## src/rtl/core/tlbpw_ram.sv

```systemverilog
module tlbpw_ram #(
    parameter int WIDTH = 8,
    parameter int DEPTH = 16
) (
    input  logic                                         clk,
    input  logic                                         wr_en,
    input  logic [((DEPTH > 1) ? $clog2(DEPTH) : 1)-1:0] wr_addr,
    input  logic [WIDTH-1:0]                             wr_data,
    input  logic                                         rd_en,
    input  logic [((DEPTH > 1) ? $clog2(DEPTH) : 1)-1:0] rd_addr,
    output logic [WIDTH-1:0]                             rd_data
);

    logic [WIDTH-1:0] mem_reg [DEPTH];
    logic [WIDTH-1:0] rd_data_reg;

    always_ff @(posedge clk)
    begin
        if (wr_en)
        begin
            mem_reg[wr_addr] <= wr_data;
        end
        if (rd_en)
        begin
            rd_data_reg <= mem_reg[rd_addr];
        end
    end

    assign rd_data = rd_data_reg;

endmodule

```

## config.mk

```make
export PLATFORM = sky130hd
export DESIGN_NAME = tlbpw_ram
export DESIGN_NICKNAME = d
export VERILOG_FILES = /design/src/rtl/core/tlbpw_ram.sv
export SDC_FILE = /design/constraint.sdc
export NUM_CORES = 1
export LEC_CHECK = 0
export BUFFER_PORTS_ARGS = -buffer_cell sky130_fd_sc_hd__buf_2
export CORE_MARGIN = 1
export CORE_UTILIZATION = 35
export CTS_CLUSTER_DIAMETER = 120
export DETAILED_ROUTE_END_ITERATION = 8
export PLACE_DENSITY = 0.48
export SLEW_MARGIN = 20
export SYNTH_ARGS = -nofsm -noshare
export SYNTH_HDL_FRONTEND = slang
export SYNTH_SLANG_ARGS = --single-unit
```

## constraint.sdc

```tcl
create_clock -name clk -period 3 [get_ports clk]
set_input_delay 0.3 -clock clk [delete_from_list [all_inputs] [get_ports clk]]
set_output_delay 0.3 -clock clk [all_outputs]
set_load 0.01 [all_outputs]
```

Word level (Yosys, flattened, before mapping)
Memory sizes are Yosys's and may differ from the RTL's. A register that Yosys moved wholly into a read port is not among the register bits.
Index checks and enable logic that the tools add are counted.
{ "classes": {"mux": 2} }
{ "op_table": {"columns": ["operator", "n"], "rows": [
  ["$mux 1", 2]
]} }
{ "word_totals": {"regBits": 0, "ram_bits": 128, "input_bits": 19, "output_inout_bits": 8, "wordCells": 3, "mem_count": 1} }
{ "memory_table": {"columns": ["name", "words", "word_bits", "rd", "rd_clocked_by_memory_dff", "write_ports", "line_no", "text"], "rows": [
  ["mem_reg", 16, 8, 1, 1, 1, "14", "logic [WIDTH-1:0] mem_reg [DEPTH];"]
]} }

Depth between registers and ports, before layout
{ "logic_depth": {"depth_word": 2, "ltp_mapped": 5, "ltp_nobuf": 3} }

Least setup slack after synthesis
No wires, ideal clock.
{ "synth_timing": {"path_type": "input -> register", "startpoint": "input port wr_addr[2] in the netlist's numbering", "endpoint": "memory mem_reg[0][0], enable pin", "setup_time_ns": 0.383, "arrival_time_ns": 1.410, "setup_slack_ns": 1.207, "cell_stages": 2, "cell_sequence": "or3b_2 nor3_1"} }
{ "synth_lines": {"columns": ["element", "line_no", "text"], "rows": [
  ["from (decl)", "7", "input logic [((DEPTH > 1) ? $clog2(DEPTH) : 1)-1:0] wr_addr,"],
  ["to (decl)", "14", null]
]} }
No word-level cell before the write port.

==> summary.txt <==
Outcome
  – Status: completed

STA
  – Worst setup margin: around 1.4 ns
  – Post-route setup TNS: 0 ns
  – Fin. max-slew vios: 0
  – WHS: around 0.26 ns
  – Min Tclk post-route: 1.555 ns
  – Final Hold Viols: 0
  – RSZ-0062 raised after global routing: no
  – Tightest Pin Transition: roughly 1.0 ns
  – Fmax: 643.2 MHz
  – Period utilization: 51.83%
  – Setup-failing EPs final: 0
  – Final setup skew: 0.007623 ns
  – Worst slew margin: ~33%

Floorplanning
  – Die ar.: between 15,000 and 20,000 um^2
  – Die Y: ~120 um
  – Row cnt: 44
  – Die W: around 120 um
  – Core area: between 10,000 and 15,000 um^2
  – Initial Util: a little over a third
  – # IOs: 27

Clocking
  – Cts repair resizes: 0
  – Max clock buf depth: 2
  – Postcts setup bufs: 0
  – CTS root buffer: clkbuf_16
  – Num Clock Sinks: 136
  – Clk_lat worst skew: between 0.4 and 0.5 ns
  – H-tree Lvls: 4
  – Total CTS buffers: 17
  – CTS clock-pin slew for the worst setup and hold paths: 0.06 ns
  – Hold Buf Count CTS: 0
  – CTS tree: yes

Worst setup path
  – WS Path Type: reg -> reg
  – Worst-path fanout max: 1
  – Worst setup EP type: flip-flop
  – Req. time, crit path: 3.15 ns
  – Data arrival, critical path: approximately 1.7 ns
  – Reg2Reg Depth: 3
  – Setup crit start kind: flip-flop

Detailed routing
  – Number of remaining DRC errors: 0
  – Post-Route WL: between 10,000 and 15,000 um
  – Drt wl/cell: 22.86 um
  – ANT nets after route: 0
  – Initial DRC Count: ~120
  – Routed vias/inst: between 5 and 6
  – Vias post-DR: approximately 2,500
  – Initial DRT Pass Iterations: 5

Global route
  – All-layer global routing usage: between 10% and 20%
  – Vias in the first global route: 2,555
  – First-pass GRT wire length: 16,210 um
  – Total gr overflow: 0
  – Pin count of the biggest net entering global routing: 33
  – Initial antenna violation count: 0

Pwr
  – Leakage: 2.041 nW
  – Total Power: 4.190 mW
  – Peak supply drop: 491.3 uV
  – Power Dens Cells: around 700 nW/um^2

Yosys
  – Seq cells post-synth: approximately 140
  – Mapped cell area: roughly 5200 um^2
  – Syn_nets: roughly 250
  – Synth unique cells: 18
  – Ys Warns: 0
  – Sequential share of the synthesized area: 78.12%
  – Mapped Cells: 229
  – Mapped Avg Cell Area: 22.83 um^2

Cells and area
  – Area growth syn-to-layout: 17.47%
  – Layout cells sized above 1: 28.87%
  – Fill cells: between 1,000 and 1,500
  – Number of flip-flops in the largest register: between 100 and 150
  – Layout Cells excl Fill: 475
  – ANT cells: 0
  – Layout net count: about 300

Placed design
  – Dpl ws: 0.9796 ns
  – # port buffers: 26
  – DP Wirelength: around 7000 um
  – Placed cell count: about 440
  – GP Congestion: approximately 0.66

Run
  – Max cap viols: 0

Worst hold path
  – Worst min-delay path category: in -> reg
  – Hold Path Cell Cnt: 1
## logic make-up (layout without fill, tap and decap cells)
| family | after synthesis | count (layout) | share of synthesized area (%) |
|---|---|---|---|
| mux | 32 | 32 | 14.79 |
| simple gates | 35 | 35 | 3.136 |
| flops | 136 | 136 | 78.12 |
| compound gates | 16 | 16 | 2.298 |
| buf+inv | 10 | 72 | 1.651 |
## worst paths after layout
check	startpoint	endpoint	slack, ns
min reg2reg	mem_reg[15][7]$_DFFE_PP_	rd_data[7]$_DFFE_PP_	0.75
max reg2reg	mem_reg[1][0]$_DFFE_PP_	rd_data[0]$_DFFE_PP_	1.45
max	mem_reg[1][0]$_DFFE_PP_	rd_data[0]$_DFFE_PP_	1.45
min	rd_en	rd_data[1]$_DFFE_PP_	0.26
## where the power goes
part           switching, mW  leakage [nW]  internal, mW
logic                  0.117         0.551        0.0805
clock network          0.722         0.253          1.12
registers             0.0120          1.24          2.14
total                  0.851          2.04          3.34
## synth_stat cells
cell             count  area [um^2]
a22oi_1             16        120.1
and2_1               1        6.260
and2b_1              1        7.510
buf_2                3        15.01
buf_4                1        7.510
buf_6                3        33.78
clkdlybuf4s25_2      3        30.03
edfxtp_1           136         4084
mux4_1              14        367.9
mux4_2              18        405.4
nand2_1              9        33.78
nand2b_1             2        12.51
nand3_1              1        5.000
nand3b_1             2        15.01
nor2_1              13        48.80
nor2b_1              1        6.260
nor3_1               4        20.02
or3b_2               1        8.760
## per-stage QoR
stage / area, um^2 / util [%]
final: 6141 / 42.25
after global routing: 6141 / 42.25
after CTS: 6141 / 42.25
after detailed placement: 5619 / 38.66
after global placement: 5619 / 38.66
after floorplan: 5228 / -
## cells in the final DEF, fill, tap and decap left out, drive strengths merged, types with 2 or more instances in the layout
| cell | n |
|---|---|
| clkinvlp | 2 |
| nor2 | 13 |
| mux4 | 32 |
| a22oi | 16 |
| clkinv | 9 |
| nor3 | 4 |
| nand3b | 2 |
| nand2 | 9 |
| buf | 40 |
| edfxtp | 136 |
| nand2b | 2 |
| clkbuf | 20 |
## per-layer routing
metal	wire length, um	share of wire (%)	global-route usage [%]
met1	5162	48	20.91
met2	5202	48	22.91
met3	367	3.4	4.957
met4	126	1.2	4.678
met5	0	0	0
## area by class of cell
cell class	instances	area [um^2]	share of cell area, %
Tap cell	184	230.2	3.749
Timing Repair Buffer	40	247.7	4.034
Multi-Input combinational cell	83	1057	17.22
Sequential cell	136	4084	66.50
Clock buffer	20	436.7	7.111
Clock inverter	12	85.08	1.385
## critical path, stage by stage (launching register included)
cell and delay (ns):
edfxtp_1 0.36, mux4_1 0.50, a22oi_1 0.32, nand2_1 0.11
Power figures use the tool's default switching activity.
